## config.mk

```make
export PLATFORM = sky130hd
export DESIGN_NAME = line_projection_extent_tracker
export DESIGN_NICKNAME = d
export VERILOG_FILES = /design/src/hdl/lpet_pkg.sv /design/src/hdl/line_projection_extent_tracker.sv /design/src/hdl/lpet_div.sv
export VERILOG_INCLUDE_DIRS = /design/src /design/src/hdl
export SDC_FILE = /design/constraint.sdc
export NUM_CORES = 2
export LEC_CHECK = 0
export BUFFER_PORTS_ARGS = -buffer_cell sky130_fd_sc_hd__buf_4
export CAP_MARGIN = 20
export CORE_MARGIN = 2
export CORE_UTILIZATION = 50
export CTS_CLUSTER_SIZE = 10
export DETAILED_ROUTE_END_ITERATION = 8
export PLACE_DENSITY = 0.66
export SETUP_SLACK_MARGIN = 0.02
export SLEW_MARGIN = 20
export SYNTH_ARGS = -nofsm -noshare
export SYNTH_HDL_FRONTEND = slang
export SYNTH_SLANG_ARGS = --single-unit
```

## constraint.sdc

```tcl
create_clock -name clk_i -period 29.7 [get_ports clk_i]
set_clock_uncertainty 0.1 [all_clocks]
set_input_delay 4.455 -clock clk_i [delete_from_list [all_inputs] [get_ports clk_i]]
set_output_delay 4.455 -clock clk_i [all_outputs]
set_load 0.02 [all_outputs]
```

## src/hdl/assert_macros.svh

```systemverilog
// Assertion helpers shared by the RTL modules.
// Both expect clk_i and rst_ni in the enclosing scope.
`ifndef ASSERT_MACROS_SVH
`define ASSERT_MACROS_SVH

// Check a property on every rising clock edge outside reset.
`define ASSERT_CLK(lbl, prop, msg) \
  lbl: assert property (@(posedge clk_i) disable iff (!rst_ni) (prop)) else $error(msg);

// Check that a condition never holds outside reset.
`define ASSERT_NEVER(lbl, cond, msg) \
  lbl: assert property (@(posedge clk_i) disable iff (!rst_ni) !(cond)) else $error(msg);

`endif

```

## src/hdl/lpet_pkg.sv

```systemverilog
`default_nettype none

package lpet_pkg;

  // Field widths
  localparam int COEF_W         = 19;
  localparam int COORD_W        = 32;
  localparam int REQ_W          = 2;
  localparam int COEF_ONE_SHIFT = 16;

  // Datapath widths
  localparam int NUM_W     = 52;  // a*x + b*y + c*2^16, signed
  localparam int MAG_W     = NUM_W - 1;
  localparam int LO_W      = 26;  // low slice of |num| per multiply pass
  localparam int HI_W      = MAG_W - LO_W;
  localparam int DEN_W     = 38;  // a*a + b*b
  localparam int PROD_W    = COEF_W + MAG_W;  // |coef| * |num|
  localparam int MUL_A_W   = COEF_W + 1;
  localparam int MUL_B_W   = COORD_W + 1;
  localparam int MUL_P_W   = MUL_A_W + MUL_B_W;
  localparam int QUOT_BITS = 34;  // quotient bits kept; larger values saturate anyway
  localparam int TOP_W     = PROD_W - QUOT_BITS;
  localparam int DIV_CNT_W = $clog2(QUOT_BITS);
  localparam int SUM_W     = COORD_W + 5;

  // Stream payload widths
  localparam int S_TDATA_W = 2 * COORD_W;
  localparam int S_TUSER_W = REQ_W;
  localparam int M_TDATA_W = 200;

  // Register reset values
  localparam logic [COEF_W-1:0] COEF_B_RST = COEF_W'(65536);

  typedef enum logic [2:0] {
    CFG_COEF_A       = 3'd0,
    CFG_COEF_B       = 3'd1,
    CFG_COEF_C       = 3'd2,
    CFG_INIT_START_X = 3'd3,
    CFG_INIT_START_Y = 3'd4,
    CFG_INIT_END_X   = 3'd5,
    CFG_INIT_END_Y   = 3'd6
  } cfg_idx_e;

  typedef enum logic [REQ_W-1:0] {
    REQ_QUERY   = 2'd0,
    REQ_EXTEND  = 2'd1,
    REQ_RESTART = 2'd2
  } req_e;

  typedef enum logic [2:0] {
    ST_IDLE,
    ST_MUL,
    ST_DSTART,
    ST_DIV,
    ST_FIN
  } state_e;

  // Multiply pass order
  typedef enum logic [2:0] {
    MS_AX    = 3'd0,
    MS_BY    = 3'd1,
    MS_AA    = 3'd2,
    MS_BB    = 3'd3,
    MS_PA_LO = 3'd4,
    MS_PA_HI = 3'd5,
    MS_PB_LO = 3'd6,
    MS_PB_HI = 3'd7
  } mstep_e;

endpackage

`default_nettype wire

```

## src/hdl/line_projection_extent_tracker.sv

```systemverilog
// A general line takes the eight passes through the single 20x33 multiplier,
// then the 34-step radix-2 divider; a vertical line (b = 0) takes only the
// divider and a degenerate line (a = b = 0) neither. No new beat is taken
// until the last one has left the finish step.
// Reset: asynchronous, active low; registers take their reset values and
// the segment endpoints clear to the reset values of the init registers.
`default_nettype none
`include "assert_macros.svh"

module line_projection_extent_tracker (
  input  wire logic                             clk_i,
  input  wire logic                             rst_ni,
  // Configuration write port
  input  wire logic                             cfg_we_i,
  input  wire logic [2:0]                       cfg_idx_i,
  input  wire logic [31:0]                      cfg_wdata_i,
  // Point stream in
  input  wire logic                             s_axis_tvalid,
  output logic                                  s_axis_tready,
  // point_x [31:0], point_y [63:32]
  input  wire logic [lpet_pkg::S_TDATA_W-1:0]   s_axis_tdata,
  // req_type [1:0]
  input  wire logic [lpet_pkg::S_TUSER_W-1:0]   s_axis_tuser,
  // Result stream out
  output logic                                  m_axis_tvalid,
  input  wire logic                             m_axis_tready,
  // proj_x [31:0], proj_y [63:32], on_segment [64], seg_start_x [96:65],
  // seg_start_y [128:97], seg_end_x [160:129], seg_end_y [192:161],
  // div_fault [193], zero fill [199:194]
  output logic [lpet_pkg::M_TDATA_W-1:0]        m_axis_tdata
);

  localparam int CW = lpet_pkg::COORD_W;
  localparam int AW = lpet_pkg::COEF_W;

  // ---------------------------------------------------------------------------
  // Configuration registers
  // ---------------------------------------------------------------------------
  logic signed [AW-1:0] coef_a_q, coef_b_q;
  logic signed [CW-1:0] coef_c_q;
  logic signed [CW-1:0] init_sx_q, init_sy_q, init_ex_q, init_ey_q;

  always_ff @(posedge clk_i or negedge rst_ni) begin
    if (!rst_ni) begin
      coef_a_q  <= '0;
      coef_b_q  <= lpet_pkg::COEF_B_RST;
      coef_c_q  <= '0;
      init_sx_q <= '0;
      init_sy_q <= '0;
      init_ex_q <= '0;
      init_ey_q <= '0;
    end else if (cfg_we_i) begin
      unique case (cfg_idx_i)
        lpet_pkg::CFG_COEF_A:       coef_a_q  <= cfg_wdata_i[AW-1:0];
        lpet_pkg::CFG_COEF_B:       coef_b_q  <= cfg_wdata_i[AW-1:0];
        lpet_pkg::CFG_COEF_C:       coef_c_q  <= cfg_wdata_i;
        lpet_pkg::CFG_INIT_START_X: init_sx_q <= cfg_wdata_i;
        lpet_pkg::CFG_INIT_START_Y: init_sy_q <= cfg_wdata_i;
        lpet_pkg::CFG_INIT_END_X:   init_ex_q <= cfg_wdata_i;
        lpet_pkg::CFG_INIT_END_Y:   init_ey_q <= cfg_wdata_i;
        default: ;  // drop writes past the register list
      endcase
    end
  end

  // ---------------------------------------------------------------------------
  // Sequencer
  // ---------------------------------------------------------------------------
  lpet_pkg::state_e state_q, state_d;
  lpet_pkg::mstep_e step_q, step_d;

  logic s_acc;
  logic line_vert, line_zero;
  logic div_start, div_done;
  logic fin_go;
  logic out_valid_q, out_valid_d;

  assign line_vert = (coef_b_q == '0);
  assign line_zero = line_vert && (coef_a_q == '0);
  assign s_acc     = s_axis_tvalid && s_axis_tready;

  // Next state
  always_comb begin
    state_d = state_q;
    step_d  = step_q;
    unique case (state_q)
      lpet_pkg::ST_IDLE: begin
        step_d = lpet_pkg::MS_AX;
        if (s_axis_tvalid) begin
          if (line_zero) begin
            state_d = lpet_pkg::ST_FIN;
          end else if (line_vert) begin
            state_d = lpet_pkg::ST_DSTART;
          end else begin
            state_d = lpet_pkg::ST_MUL;
          end
        end
      end
      lpet_pkg::ST_MUL: begin
        step_d = lpet_pkg::mstep_e'(step_q + 3'd1);
        if (step_q == lpet_pkg::MS_PB_HI) begin
          state_d = lpet_pkg::ST_DSTART;
        end
      end
      lpet_pkg::ST_DSTART: state_d = lpet_pkg::ST_DIV;
      lpet_pkg::ST_DIV: begin
        if (div_done) begin
          state_d = lpet_pkg::ST_FIN;
        end
      end
      lpet_pkg::ST_FIN: begin
        if (fin_go) begin
          state_d = lpet_pkg::ST_IDLE;
        end
      end
      default: state_d = lpet_pkg::ST_IDLE;
    endcase
  end

  // Sequencer outputs; finish only once the result slot is free or draining
  always_comb begin
    s_axis_tready = (state_q == lpet_pkg::ST_IDLE);
    div_start     = (state_q == lpet_pkg::ST_DSTART);
    fin_go        = (state_q == lpet_pkg::ST_FIN) && (!out_valid_q || m_axis_tready);
  end

  always_ff @(posedge clk_i or negedge rst_ni) begin
    if (!rst_ni) begin
      state_q <= lpet_pkg::ST_IDLE;
      step_q  <= lpet_pkg::MS_AX;
    end else begin
      state_q <= state_d;
      step_q  <= step_d;
    end
  end

  // ---------------------------------------------------------------------------
  // Shared multiplier: a*x, b*y, a*a, b*b, then |a|*|num| and |b|*|num|
  // in two slices each
  // ---------------------------------------------------------------------------
  logic [lpet_pkg::REQ_W-1:0]          req_q;
  logic signed [CW-1:0]                x_q, y_q;
  logic                                vert_q, zero_q;
  logic [lpet_pkg::NUM_W-1:0]          num_q, num_neg;
  logic [lpet_pkg::MAG_W-1:0]          mag_q;
  logic [lpet_pkg::DEN_W-1:0]          den_q;
  logic [lpet_pkg::PROD_W-1:0]         pa_q, pb_q, prod_ext;
  logic                                negx_q, negy_q;

  logic [AW-1:0]                       abs_a, abs_b;
  logic [CW-1:0]                       abs_c, neg_c;
  logic signed [lpet_pkg::MUL_A_W-1:0] mul_a;
  logic signed [lpet_pkg::MUL_B_W-1:0] mul_b;
  logic signed [lpet_pkg::MUL_P_W-1:0] prod;

  assign abs_a    = coef_a_q[AW-1] ? -coef_a_q : coef_a_q;
  assign abs_b    = coef_b_q[AW-1] ? -coef_b_q : coef_b_q;
  assign neg_c    = -coef_c_q;
  assign abs_c    = coef_c_q[CW-1] ? neg_c : coef_c_q;
  assign num_neg  = -num_q;
  assign prod_ext = {{(lpet_pkg::PROD_W - lpet_pkg::MUL_P_W){1'b0}}, prod};

  always_comb begin
    case (step_q)
      lpet_pkg::MS_AX: begin
        mul_a = {coef_a_q[AW-1], coef_a_q};
        mul_b = {x_q[CW-1], x_q};
      end
      lpet_pkg::MS_BY: begin
        mul_a = {coef_b_q[AW-1], coef_b_q};
        mul_b = {y_q[CW-1], y_q};
      end
      lpet_pkg::MS_AA: begin
        mul_a = {coef_a_q[AW-1], coef_a_q};
        mul_b = {{(lpet_pkg::MUL_B_W - AW){coef_a_q[AW-1]}}, coef_a_q};
      end
      lpet_pkg::MS_BB: begin
        mul_a = {coef_b_q[AW-1], coef_b_q};
        mul_b = {{(lpet_pkg::MUL_B_W - AW){coef_b_q[AW-1]}}, coef_b_q};
      end
      lpet_pkg::MS_PA_LO: begin
        mul_a = {1'b0, abs_a};
        mul_b = {{(lpet_pkg::MUL_B_W - lpet_pkg::LO_W){1'b0}}, mag_q[lpet_pkg::LO_W-1:0]};
      end
      lpet_pkg::MS_PA_HI: begin
        mul_a = {1'b0, abs_a};
        mul_b = {{(lpet_pkg::MUL_B_W - lpet_pkg::HI_W){1'b0}},
                 mag_q[lpet_pkg::MAG_W-1:lpet_pkg::LO_W]};
      end
      lpet_pkg::MS_PB_LO: begin
        mul_a = {1'b0, abs_b};
        mul_b = {{(lpet_pkg::MUL_B_W - lpet_pkg::LO_W){1'b0}}, mag_q[lpet_pkg::LO_W-1:0]};
      end
      default: begin
        mul_a = {1'b0, abs_b};
        mul_b = {{(lpet_pkg::MUL_B_W - lpet_pkg::HI_W){1'b0}},
                 mag_q[lpet_pkg::MAG_W-1:lpet_pkg::LO_W]};
      end
    endcase
  end

  assign prod = mul_a * mul_b;

  always_ff @(posedge clk_i) begin
    if (s_acc) begin
      req_q  <= s_axis_tuser;
      x_q    <= s_axis_tdata[CW-1:0];
      y_q    <= s_axis_tdata[2*CW-1:CW];
      vert_q <= line_vert;
      zero_q <= line_zero;
      // Vertical line: x = -(c*2^16)/a, y passes through (zero y dividend)
      pa_q   <= {{(lpet_pkg::PROD_W - CW - lpet_pkg::COEF_ONE_SHIFT){1'b0}},
                 abs_c, {lpet_pkg::COEF_ONE_SHIFT{1'b0}}};
      pb_q   <= '0;
      den_q  <= {{(lpet_pkg::DEN_W - AW){1'b0}}, abs_a};
      negx_q <= coef_c_q[CW-1] ^ coef_a_q[AW-1];
      negy_q <= 1'b0;
    end else if (state_q == lpet_pkg::ST_MUL) begin
      case (step_q)
        lpet_pkg::MS_AX: begin
          num_q <= {{(lpet_pkg::NUM_W - CW - lpet_pkg::COEF_ONE_SHIFT){coef_c_q[CW-1]}},
                    coef_c_q, {lpet_pkg::COEF_ONE_SHIFT{1'b0}}} + prod[lpet_pkg::NUM_W-1:0];
        end
        lpet_pkg::MS_BY: num_q <= num_q + prod[lpet_pkg::NUM_W-1:0];
        lpet_pkg::MS_AA: begin
          den_q  <= prod[lpet_pkg::DEN_W-1:0];
          mag_q  <= num_q[lpet_pkg::NUM_W-1] ? num_neg[lpet_pkg::MAG_W-1:0]
                                              : num_q[lpet_pkg::MAG_W-1:0];
          negx_q <= coef_a_q[AW-1] ^ num_q[lpet_pkg::NUM_W-1];
          negy_q <= coef_b_q[AW-1] ^ num_q[lpet_pkg::NUM_W-1];
        end
        lpet_pkg::MS_BB:    den_q <= den_q + prod[lpet_pkg::DEN_W-1:0];
        lpet_pkg::MS_PA_LO: pa_q  <= prod_ext;
        lpet_pkg::MS_PA_HI: pa_q  <= pa_q + (prod_ext << lpet_pkg::LO_W);
        lpet_pkg::MS_PB_LO: pb_q  <= prod_ext;
        default:            pb_q  <= pb_q + (prod_ext << lpet_pkg::LO_W);
      endcase
    end
  end

  // ---------------------------------------------------------------------------
  // Divider: both corrections share den = a*a + b*b (den = |a| for a vertical line)
  // ---------------------------------------------------------------------------
  logic [lpet_pkg::QUOT_BITS:0] quot_x, quot_y;

  lpet_div u_div (
    .clk_i    (clk_i),
    .rst_ni   (rst_ni),
    .start_i  (div_start),
    .dvd_x_i  (pa_q),
    .dvd_y_i  (pb_q),
    .dsr_i    (den_q),
    .done_o   (div_done),
    .quot_x_o (quot_x),
    .quot_y_o (quot_y)
  );

  // ---------------------------------------------------------------------------
  // Finish: apply correction, saturate, query and update endpoints
  // ---------------------------------------------------------------------------
  function automatic logic [CW-1:0] sat_coord(input logic [lpet_pkg::SUM_W-1:0] v);
    logic all_one, any_one;
    all_one = &v[lpet_pkg::SUM_W-1:CW-1];
    any_one = |v[lpet_pkg::SUM_W-1:CW-1];
    if (v[lpet_pkg::SUM_W-1] && !all_one) begin
      sat_coord = {1'b1, {(CW-1){1'b0}}};
    end else if (!v[lpet_pkg::SUM_W-1] && any_one) begin
      sat_coord = {1'b0, {(CW-1){1'b1}}};
    end else begin
      sat_coord = v[CW-1:0];
    end
  endfunction

  logic [lpet_pkg::SUM_W-1:0] base_x, base_y, qx_ext, qy_ext, sum_x, sum_y;
  logic signed [CW-1:0]       px, py, zero_px;
  logic signed [CW-1:0]       lo_x_q, lo_y_q, hi_x_q, hi_y_q;
  logic signed [CW-1:0]       lo_x_d, lo_y_d, hi_x_d, hi_y_d;
  logic                       on_seg;
  logic signed [CW-1:0]       proj_x_q, proj_y_q;
  logic                       on_seg_q, fault_q;

  always_comb begin
    base_x  = vert_q ? '0 : {{(lpet_pkg::SUM_W - CW){x_q[CW-1]}}, x_q};
    base_y  = {{(lpet_pkg::SUM_W - CW){y_q[CW-1]}}, y_q};
    qx_ext  = {{(lpet_pkg::SUM_W - lpet_pkg::QUOT_BITS - 1){1'b0}}, quot_x};
    qy_ext  = {{(lpet_pkg::SUM_W - lpet_pkg::QUOT_BITS - 1){1'b0}}, quot_y};
    sum_x   = negx_q ? base_x + qx_ext : base_x - qx_ext;
    sum_y   = negy_q ? base_y + qy_ext : base_y - qy_ext;
    // Degenerate line: x goes to the rail opposite the sign of c
    if (coef_c_q > 0) begin
      zero_px = {1'b1, {(CW-1){1'b0}}};
    end else if (coef_c_q < 0) begin
      zero_px = {1'b0, {(CW-1){1'b1}}};
    end else begin
      zero_px = '0;
    end
    px     = zero_q ? zero_px : sat_coord(sum_x);
    py     = zero_q ? y_q : sat_coord(sum_y);
    on_seg = (x_q >= lo_x_q) && (x_q <= hi_x_q);
  end

  always_comb begin
    lo_x_d = lo_x_q;
    lo_y_d = lo_y_q;
    hi_x_d = hi_x_q;
    hi_y_d = hi_y_q;
    if (fin_go) begin
      case (req_q)
        lpet_pkg::REQ_EXTEND: begin
          if (vert_q) begin
            // Vertical line: grow along y
            if (y_q < lo_y_q) begin
              lo_x_d = px;
              lo_y_d = y_q;
            end
            if (y_q > hi_y_q) begin
              hi_x_d = px;
              hi_y_d = y_q;
            end
          end else begin
            if (px < lo_x_q) begin
              lo_x_d = px;
              lo_y_d = py;
            end
            if (px > hi_x_q) begin
              hi_x_d = px;
              hi_y_d = py;
            end
          end
        end
        lpet_pkg::REQ_RESTART: begin
          lo_x_d = init_sx_q;
          lo_y_d = init_sy_q;
          hi_x_d = init_ex_q;
          hi_y_d = init_ey_q;
        end
        default: ;  // query and the unused code leave the segment alone
      endcase
    end
  end

  always_comb begin
    out_valid_d = out_valid_q;
    if (fin_go) begin
      out_valid_d = 1'b1;
    end else if (m_axis_tready) begin
      out_valid_d = 1'b0;
    end
  end

  always_ff @(posedge clk_i or negedge rst_ni) begin
    if (!rst_ni) begin
      lo_x_q      <= '0;
      lo_y_q      <= '0;
      hi_x_q      <= '0;
      hi_y_q      <= '0;
      out_valid_q <= 1'b0;
    end else begin
      lo_x_q      <= lo_x_d;
      lo_y_q      <= lo_y_d;
      hi_x_q      <= hi_x_d;
      hi_y_q      <= hi_y_d;
      out_valid_q <= out_valid_d;
    end
  end

  // Hold the result beat; endpoints only move when this slot is free or draining
  always_ff @(posedge clk_i) begin
    if (fin_go) begin
      proj_x_q <= px;
      proj_y_q <= py;
      on_seg_q <= on_seg;
      fault_q  <= zero_q;
    end
  end

  assign m_axis_tvalid = out_valid_q;
  assign m_axis_tdata  = {{(lpet_pkg::M_TDATA_W - 6*CW - 2){1'b0}}, fault_q,
                          hi_y_q, hi_x_q, lo_y_q, lo_x_q, on_seg_q, proj_y_q, proj_x_q};

  `ASSERT_CLK(a_div_done_in_div, div_done |-> (state_q == lpet_pkg::ST_DIV),
              "divider finished outside the divide phase")
  `ASSERT_CLK(a_result_from_fin, $rose(out_valid_q) |-> ($past(state_q) == lpet_pkg::ST_FIN),
              "result beat raised without a finish step")
  `ASSERT_CLK(a_seg_moves_on_fin,
              (!$stable(lo_x_q) || !$stable(hi_x_q) || !$stable(lo_y_q) || !$stable(hi_y_q))
              |-> ($past(state_q) == lpet_pkg::ST_FIN),
              "segment endpoints changed outside a finish step")

endmodule

`default_nettype wire

```

## src/hdl/lpet_div.sv

```systemverilog
`default_nettype none
`include "assert_macros.svh"

module lpet_div (
  input  wire logic                             clk_i,
  input  wire logic                             rst_ni,
  input  wire logic                             start_i,
  input  wire logic [lpet_pkg::PROD_W-1:0]      dvd_x_i,
  input  wire logic [lpet_pkg::PROD_W-1:0]      dvd_y_i,
  input  wire logic [lpet_pkg::DEN_W-1:0]       dsr_i,
  output logic                                  done_o,
  output logic [lpet_pkg::QUOT_BITS:0]          quot_x_o,
  output logic [lpet_pkg::QUOT_BITS:0]          quot_y_o
);

  localparam int DW = lpet_pkg::DEN_W;
  localparam int QB = lpet_pkg::QUOT_BITS;
  localparam int TW = lpet_pkg::TOP_W;

  logic                    busy_q, busy_d;
  logic [lpet_pkg::DIV_CNT_W-1:0] cnt_q, cnt_d;
  logic [DW-1:0]           dsr_q;
  logic [DW-1:0]           rem_q   [2];
  logic [QB-1:0]           dvd_q   [2];
  logic [QB-1:0]           quo_q   [2];
  logic [1:0]              cap_q;

  logic [lpet_pkg::PROD_W-1:0] dvd_s [2];
  logic [DW-1:0]           rem_init [2];
  logic [DW-1:0]           rem_step [2];
  logic [DW:0]             trial    [2];
  logic [DW:0]             diff     [2];
  logic [1:0]              cap_s;
  logic [1:0]              fits;
  logic                    last_step;

  assign dvd_s[0] = dvd_x_i;
  assign dvd_s[1] = dvd_y_i;
  assign last_step = (cnt_q == lpet_pkg::DIV_CNT_W'(QB - 1));
  assign done_o    = busy_q && last_step;

  // Two restoring lanes sharing one divisor, one quotient bit per cycle each.
  always_comb begin
    for (int l = 0; l < 2; l++) begin
      cap_s[l]    = ({{(DW - TW){1'b0}}, dvd_s[l][lpet_pkg::PROD_W-1:QB]} >= dsr_i);
      rem_init[l] = cap_s[l] ? '0 : {{(DW - TW){1'b0}}, dvd_s[l][lpet_pkg::PROD_W-1:QB]};
      trial[l]    = {rem_q[l], dvd_q[l][QB-1]};
      diff[l]     = trial[l] - {1'b0, dsr_q};
      fits[l]     = (trial[l] >= {1'b0, dsr_q});
      rem_step[l] = fits[l] ? diff[l][DW-1:0] : trial[l][DW-1:0];
    end
  end

  always_comb begin
    busy_d = busy_q;
    cnt_d  = cnt_q;
    if (start_i) begin
      busy_d = 1'b1;
      cnt_d  = '0;
    end else if (busy_q) begin
      cnt_d = cnt_q + 1'b1;
      if (last_step) begin
        busy_d = 1'b0;
      end
    end
  end

  always_ff @(posedge clk_i or negedge rst_ni) begin
    if (!rst_ni) begin
      busy_q <= 1'b0;
      cnt_q  <= '0;
    end else begin
      busy_q <= busy_d;
      cnt_q  <= cnt_d;
    end
  end

  always_ff @(posedge clk_i) begin
    if (start_i) begin
      dsr_q <= dsr_i;
      cap_q <= cap_s;
      for (int l = 0; l < 2; l++) begin
        rem_q[l] <= rem_init[l];
        dvd_q[l] <= dvd_s[l][QB-1:0];
        quo_q[l] <= '0;
      end
    end else if (busy_q) begin
      for (int l = 0; l < 2; l++) begin
        rem_q[l] <= rem_step[l];
        dvd_q[l] <= {dvd_q[l][QB-2:0], 1'b0};
        quo_q[l] <= {quo_q[l][QB-2:0], fits[l]};
      end
    end
  end

  // A quotient past the kept range reads as 2^QB, enough to saturate.
  assign quot_x_o = cap_q[0] ? {1'b1, {QB{1'b0}}} : {1'b0, quo_q[0]};
  assign quot_y_o = cap_q[1] ? {1'b1, {QB{1'b0}}} : {1'b0, quo_q[1]};

  `ASSERT_NEVER(a_div_start_busy, start_i && busy_q, "divider restarted while busy")
  `ASSERT_CLK(a_div_done_ends, done_o |=> !busy_q, "divider still busy after done")

endmodule

`default_nettype wire

```

; After elaboration in Yosys (flattened, before gate mapping)
; Memory sizes are Yosys's and may differ from the RTL's.
; Cells that the tools add are included.
[classes]
reduce_logical = 59
add_sub_neg = 17
magnitude_cmp = 12
n_mux = 76
eq_ne = 28
n_mul = 1
bitwise = 11
[ops]
columns = op, count
row1 = $mux W32, 20
row2 = $pmux W70 S2, 2
row3 = $pmux W32 S2, 4
row4 = $pmux W33 S5, 1
row5 = $mux W38, 4
row6 = $add A70 B70 Y70, 2
row7 = $mux W34, 4
row8 = $mux W37, 3
row9 = $add A52 B52 Y52, 2
row10 = $pmux W52 S2, 1
row11 = $mux W48, 2
row12 = $ge A39 B38 Y1, 2
row13 = $ge A36 B38 Y1, 2
row14 = $mux W19, 4
row15 = $pmux W38 S2, 1
row16 = $sub A38 B38 Y38, 2
row17 = $mux W36, 2
row18 = $mux W35, 2
row19 = $gt A32 B32 Y1, 2
row20 = $lt A32 B32 Y1, 2
row21 = $pmux W20 S3, 1
row22 = $mul A20 B33 Y53, 1
row23 = $mux W51, 1
row24 = $neg A51 Y51, 1
row25 = other kinds (44), 136
[totals]
memories = 3
input_bits = 106
ramBits = 212
ff_bits = 797
elab_cells = 243
output_inout_bits = 202
[mem_list]
columns = name, words, width, read_ports, rd_ports_with_merged_regs, wr, line
row1 = u_div.rem_q, 2, 38, 2, 0, 2, lpet_div.sv:23  ; logic [DW-1:0] rem_q [2];
row2 = u_div.dvd_q, 2, 34, 2, 0, 2, lpet_div.sv:24  ; logic [QB-1:0] dvd_q [2];
row3 = u_div.quo_q, 2, 34, 2, 0, 2, lpet_div.sv:25  ; logic [QB-1:0] quo_q [2];

; Longest topological paths before layout
; An unclocked memory read counts as a cell.
[depth]
ltp_word = 13
ltp_mapped = 53
mapped_depth_nobuf = 51

; Cells and area by module
; Synthesis repeated with hierarchy kept, for this count alone.
[hier_totals]
hier_cells = 10061
area_unflattened_um2 = 92536.2
[modules_own_cells]
columns = mod, area_each_um2, seq_area_each_um2, cells_each, n_inst
row1 = line_projection_extent_tracker, 75498.7, 19575.0, 8291, 1
row2 = lpet_div, 17037.6, 7742.4, 1770, 1

; Worst setup path before layout
; OpenSTA, ideal clock, no wires.
[synth_timing]
path_type = register to register
start = register coef_a_q[0]
end = register num_q[50] in the netlist's numbering (data pin)
synth_period_minus_slack_ns = 11.441
slack_ns = 18.259
t_required_ns = 29.330
t_arrival_ns = 11.071
path_stages_with_launch = 44
path_buffers = 1
setup_ns = 0.270
cell_sequence = dfrtp_1 -> inv_1 -> ha_1 -> nand2_1 -> or3_1 -> or2_2 -> nand2b_1 -> or3_1 -> nand2_1 -> xnor2_1 -> nand2_1 -> a32oi_1 -> clkbuf_1 -> nand2_1 -> fa_1 -> inv_1 -> fa_1 -> fa_1 -> [8 not listed] -> a2111oi_0 -> a21oi_1 -> a21oi_1 -> o21ai_0 -> a221oi_1 -> ha_1 -> a21o_1 -> a21oi_1 -> o211a_1 -> o21ai_0 -> a31oi_1 -> o21ai_0 -> nand2_1 -> a21oi_1 -> a311o_1 -> o31ai_1 -> xor2_1 -> o211ai_1
[synth_between]
elab_chain_len = 6
word_cells_on_any_way = 8
classes_between = add/sub (3) / mul (1) / mux (4)
[synth_lines]
columns = item, line
row1 = "start, declared", line_projection_extent_tracker.sv:39  ; logic signed [AW-1:0] coef_a_q, coef_b_q;
row2 = "start signal, assigned", line_projection_extent_tracker.sv:54  ; lpet_pkg::CFG_COEF_A: coef_a_q <= cfg_wdata_i[AW-1:0];
row3 = $neg A19 Y19, line_projection_extent_tracker.sv:156  ; assign abs_a = coef_a_q[AW-1] ? -coef_a_q : coef_a_q;
row4 = $mux W19, line_projection_extent_tracker.sv:156
row5 = $pmux W20 S3, line_projection_extent_tracker.sv:164  ; case (step_q)
row6 = $mul A20 B33 Y53 (*), line_projection_extent_tracker.sv:202  ; assign prod = mul_a * mul_b;
row7 = $add A52 B52 Y52 (on tied branches), "line_projection_extent_tracker.sv:224, line_projection_extent_tracker.sv:222"
row8 = $pmux W52 S2 (*), line_projection_extent_tracker.sv:219  ; case (step_q)
row9 = "end signal, assigned", line_projection_extent_tracker.sv:221  ; num_q <= {{(lpet_pkg::NUM_W - CW - lpet_pkg::COEF_ONE_SHIFT){coef_c_q[CW-1]}},
row10 = "end signal, assigned", line_projection_extent_tracker.sv:224  ; lpet_pkg::MS_BY: num_q <= num_q + prod[lpet_pkg::NUM_W-1:0];
row11 = "end, declared", line_projection_extent_tracker.sv:144  ; logic [lpet_pkg::NUM_W-1:0] num_q, num_neg;
; Every way passes the cells marked *; elsewhere a longest branch is shown, timed or not.
; A chain may end at the register's enable or synchronous reset.

; Final worst setup path
[layout_timing]
start = register step_q[1]
end = register pb_q[69] in the netlist's numbering
[layout_between]
elab_chain_len = 6
word_cells_on_any_way = 19
classes_between = add/sub (1) / mul (1) / eq/ne (6) / mux (3) / bitwise (1) / reduce/logical (7)
[layout_lines]
columns = item, line
row1 = "start, declared", line_projection_extent_tracker.sv:70  ; lpet_pkg::mstep_e step_q, step_d;
row2 = "start signal, assigned", line_projection_extent_tracker.sv:130  ; step_q <= lpet_pkg::MS_AX;
row3 = "start signal, assigned", line_projection_extent_tracker.sv:133  ; step_q <= step_d;
row4 = "$eq A3 B3 Y1, or another cell as far along", "line_projection_extent_tracker.sv:164, line_projection_extent_tracker.sv:219"
row5 = $reduce_or A2 Y1 (no line), n/a
row6 = $pmux W33 S5 / $pmux W20 S3 (equally long branches), line_projection_extent_tracker.sv:164
row7 = $mul A20 B33 Y53, line_projection_extent_tracker.sv:202
row8 = $add A70 B70 Y70, line_projection_extent_tracker.sv:236  ; default: pb_q <= pb_q + (prod_ext << lpet_pkg::LO_W);
row9 = $pmux W70 S2, line_projection_extent_tracker.sv:219
row10 = "end signal, assigned", line_projection_extent_tracker.sv:235  ; lpet_pkg::MS_PB_LO: pb_q <= prod_ext;
row11 = "end signal, assigned", line_projection_extent_tracker.sv:236
row12 = "end, declared", line_projection_extent_tracker.sv:147  ; logic [lpet_pkg::PROD_W-1:0] pa_q, pb_q, prod_ext;
; Several ways; a longest one is shown, not always the timed one.

==> metrics.cfg <==
[run_status]
outcome = finished, violations left
violations = DRC

[route]
drc = 2
vias_per_cell = 6.24
postRouteAntennaNets = 0
vias = 81200
drt_iter0_drc = 8871
routed_wl_um = 373000
first_pass_iters = 9
wire_per_inst_um = 28.7

[sta]
finalHoldViolCount = 0
setup_viol = 0
slew_viol_final = 0
slew_headroom_pct = 17.5
fmax_ghz = 0.0668
setup-tns-final_ns = 0
fin_crit_ns = 14.97
worstMarginPinSlew_ns = 1.24
fin_crit_sh_pct = 50.4
rsz0062_at_grt = false

[clocking]
clock_latency_ns = 0.84
cts_tree = built
cts_sinks = 1009
hold_buffers = 0
clkTransAtPathRegs_ns = 0.07
clockBufferDepth = 3
ctsRootBufferMaster = clkbuf_16
post_cts_buffers = 0
cts_resized = 0
cts_buffers = 119
htreeDepth = 3

[global_routing]
grt_max_degree = 128
gr-total-overflow = 0
grt_pass1_wl_um = 540000
grt_pass1_vias = 78300
antenna_found_initial = 45
grt_usage_pct = 39.4

[run]
maxCapViolations = 0

[worst_setup_path]
cp_max_fo = 22
critPathLaunchType = flip-flop
critPathSlowestCell = nor4bb_1
path_common_cell = fa_1
arrival_ns = 15.54
regToRegStartpoint = step_q[1]
critPathCaptureType = flip-flop
r2r-end = pb_q[69]
required_ns = 30.28
reg2reg_depth = 40
ff2ff_setup_slack_ns = 14.73
critPathMaxStageDelay_ns = 0.94
critical_path_class = reg2reg

[die]
die_w_um = 433
rows = 157
die-area_um2 = 188000
io_pins = 308
die_h_um = 433
core_area_um2 = 183000
start_util_pct = 50.3

[finish]
layout.nets = 11900
drive_gt1_share_pct = 9.20
syn_to_final_growth_pct = 10.4

[logic_synthesis]
synth_edf_count = 541
netlist_area_um2 = 92100
ys_seq_area_share_pct = 29.7
synthCells = 10200
syn_area_per_cell_um2 = 9.03
synth-async-reset-ratio_pct = 33.7
yosysUniqueCellTypes = 92
yosysWarnings = 0
ys_seq_elements = 1009
synth-main-ff-cell = edfxtp_1

[hold_path]
min_delay_path_depth = 2
hold_path_end = pb_q[0]
hp-class = reg2reg
worstHoldStart = pb_q[0]

[place]
dp_hpwl_um = 290000
portBuffers = 301
place_congestion = 1.05

cells in the final DEF, fill, tap and decap left out, drive strengths merged, types with 97 or more instances in the layout:
master	n
dfrtp	339
buf	502
nand3	111
nand2b	106
nor2b	136
inv	1061
edfxtp	541
nor2	806
o21ai	557
a21o	256
ha	770
fa	651
and2	140
dfxtp	128
clkbuf	210
nand4	113
mux2	191
xor2	168
a21oi	700
o21a	97
nor3	137
xnor2	334
nand2	1307
o31ai	140
cell families (layout without fill, tap and decap cells):
family                     after synthesis  after routing  synth area share, %
DFF                                   1009           1009                 29.7
other                                    1             36              0.00407
muxes                                  232            232                 2.78
adders and majority gates             1421           1421                 24.6
buffers and inverters                 1486           1793                 6.09
and+or+nand+nor                       3093           3093                 15.1
AOI/OAI and AO/OA                     2450           2450                 16.9
xor gates and xnor gates               502            502                 4.78
worst max-delay path: cells and delay by family, from the launching register on:
family / cells / cell delay, ns
fa+ha+maj: 10 / 4.92
simple gates: 10 / 3.64
compound gates: 10 / 2.46
buf+inv: 8 / 2.04
xor+xnor: 2 / 0.96
flops: 1 / 0.68
state kept, by name, summed over array words and instances, names as in the netlist, 38 cells and up, named ones only:
register,count
num_q,52
pb_q,70
u_div.quo_q,68
pa_q,54
u_div.dsr_q,38
den_q,38
mag_q,51
u_div.rem_q,76
u_div.dvd_q,68
through the flow:
stage	hold WS [ns]	utilization (%)	instance area (um2)	setup slack, ns	cells
6_report	0.352	55.5	102000	14.73	13000
5_1_grt	0.367	55.5	102000	14.20	13000
4_1_cts	0.354	55.4	102000	15.27	13000
3_5_place_dp	0.346	53.4	97700	15.24	12700
3_3_place_gp	0.341	53.3	97700	15.13	12700
2_1_floorplan	0.324	-	92100	18.26	10200
worst max path at each step:
stage / from / endpoint / cells past startpoint
finish: step_q[1] / pb_q[69] / 40
global route: step_q[1] / num_q[51] / 44
CTS: step_q[1] / num_q[51] / 40
detailed placement: step_q[1] / num_q[51] / 40
global placement: step_q[2] / pb_q[69] / 39
floorplan: coef_a_q[0] / num_q[50] / 43
synth_stat cells (256+ instances only):
cell      instances  share of area (%)
xnor2_1         334                3.2
clkbuf_1        380                1.5
dfrtp_1         339                9.2
nor2_1          806                3.3
o21ai_0         537                2.9
fa_1            651                 14
a21oi_1         700                3.8
inv_1          1058                4.3
ha_1            770                 10
nand2_1        1307                5.3
edfxtp_1        541                 18
a21o_1          256                2.1
routing by layer:
layer	wire, um	global-route usage [%]
met2	159000	58.1
met5	86	0
met1	152000	53.3
met3	38000	9.00
met4	24000	22.0
final cells by class:
cell class	count	area, um2
Multi-Input combinational cell	7704	59500
Sequential cell	1009	27300
Clock buffer	210	3510
Antenna cell	30	75.1
Clock inverter	17	262
Fill cell	16800	81500
Timing Repair Buffer	502	3810
Inverter	1064	4000
Tap cell	2464	3080
Power is not shown: default switching activity piles up to over one toggle a cycle in this logic, so the estimate is an artifact.
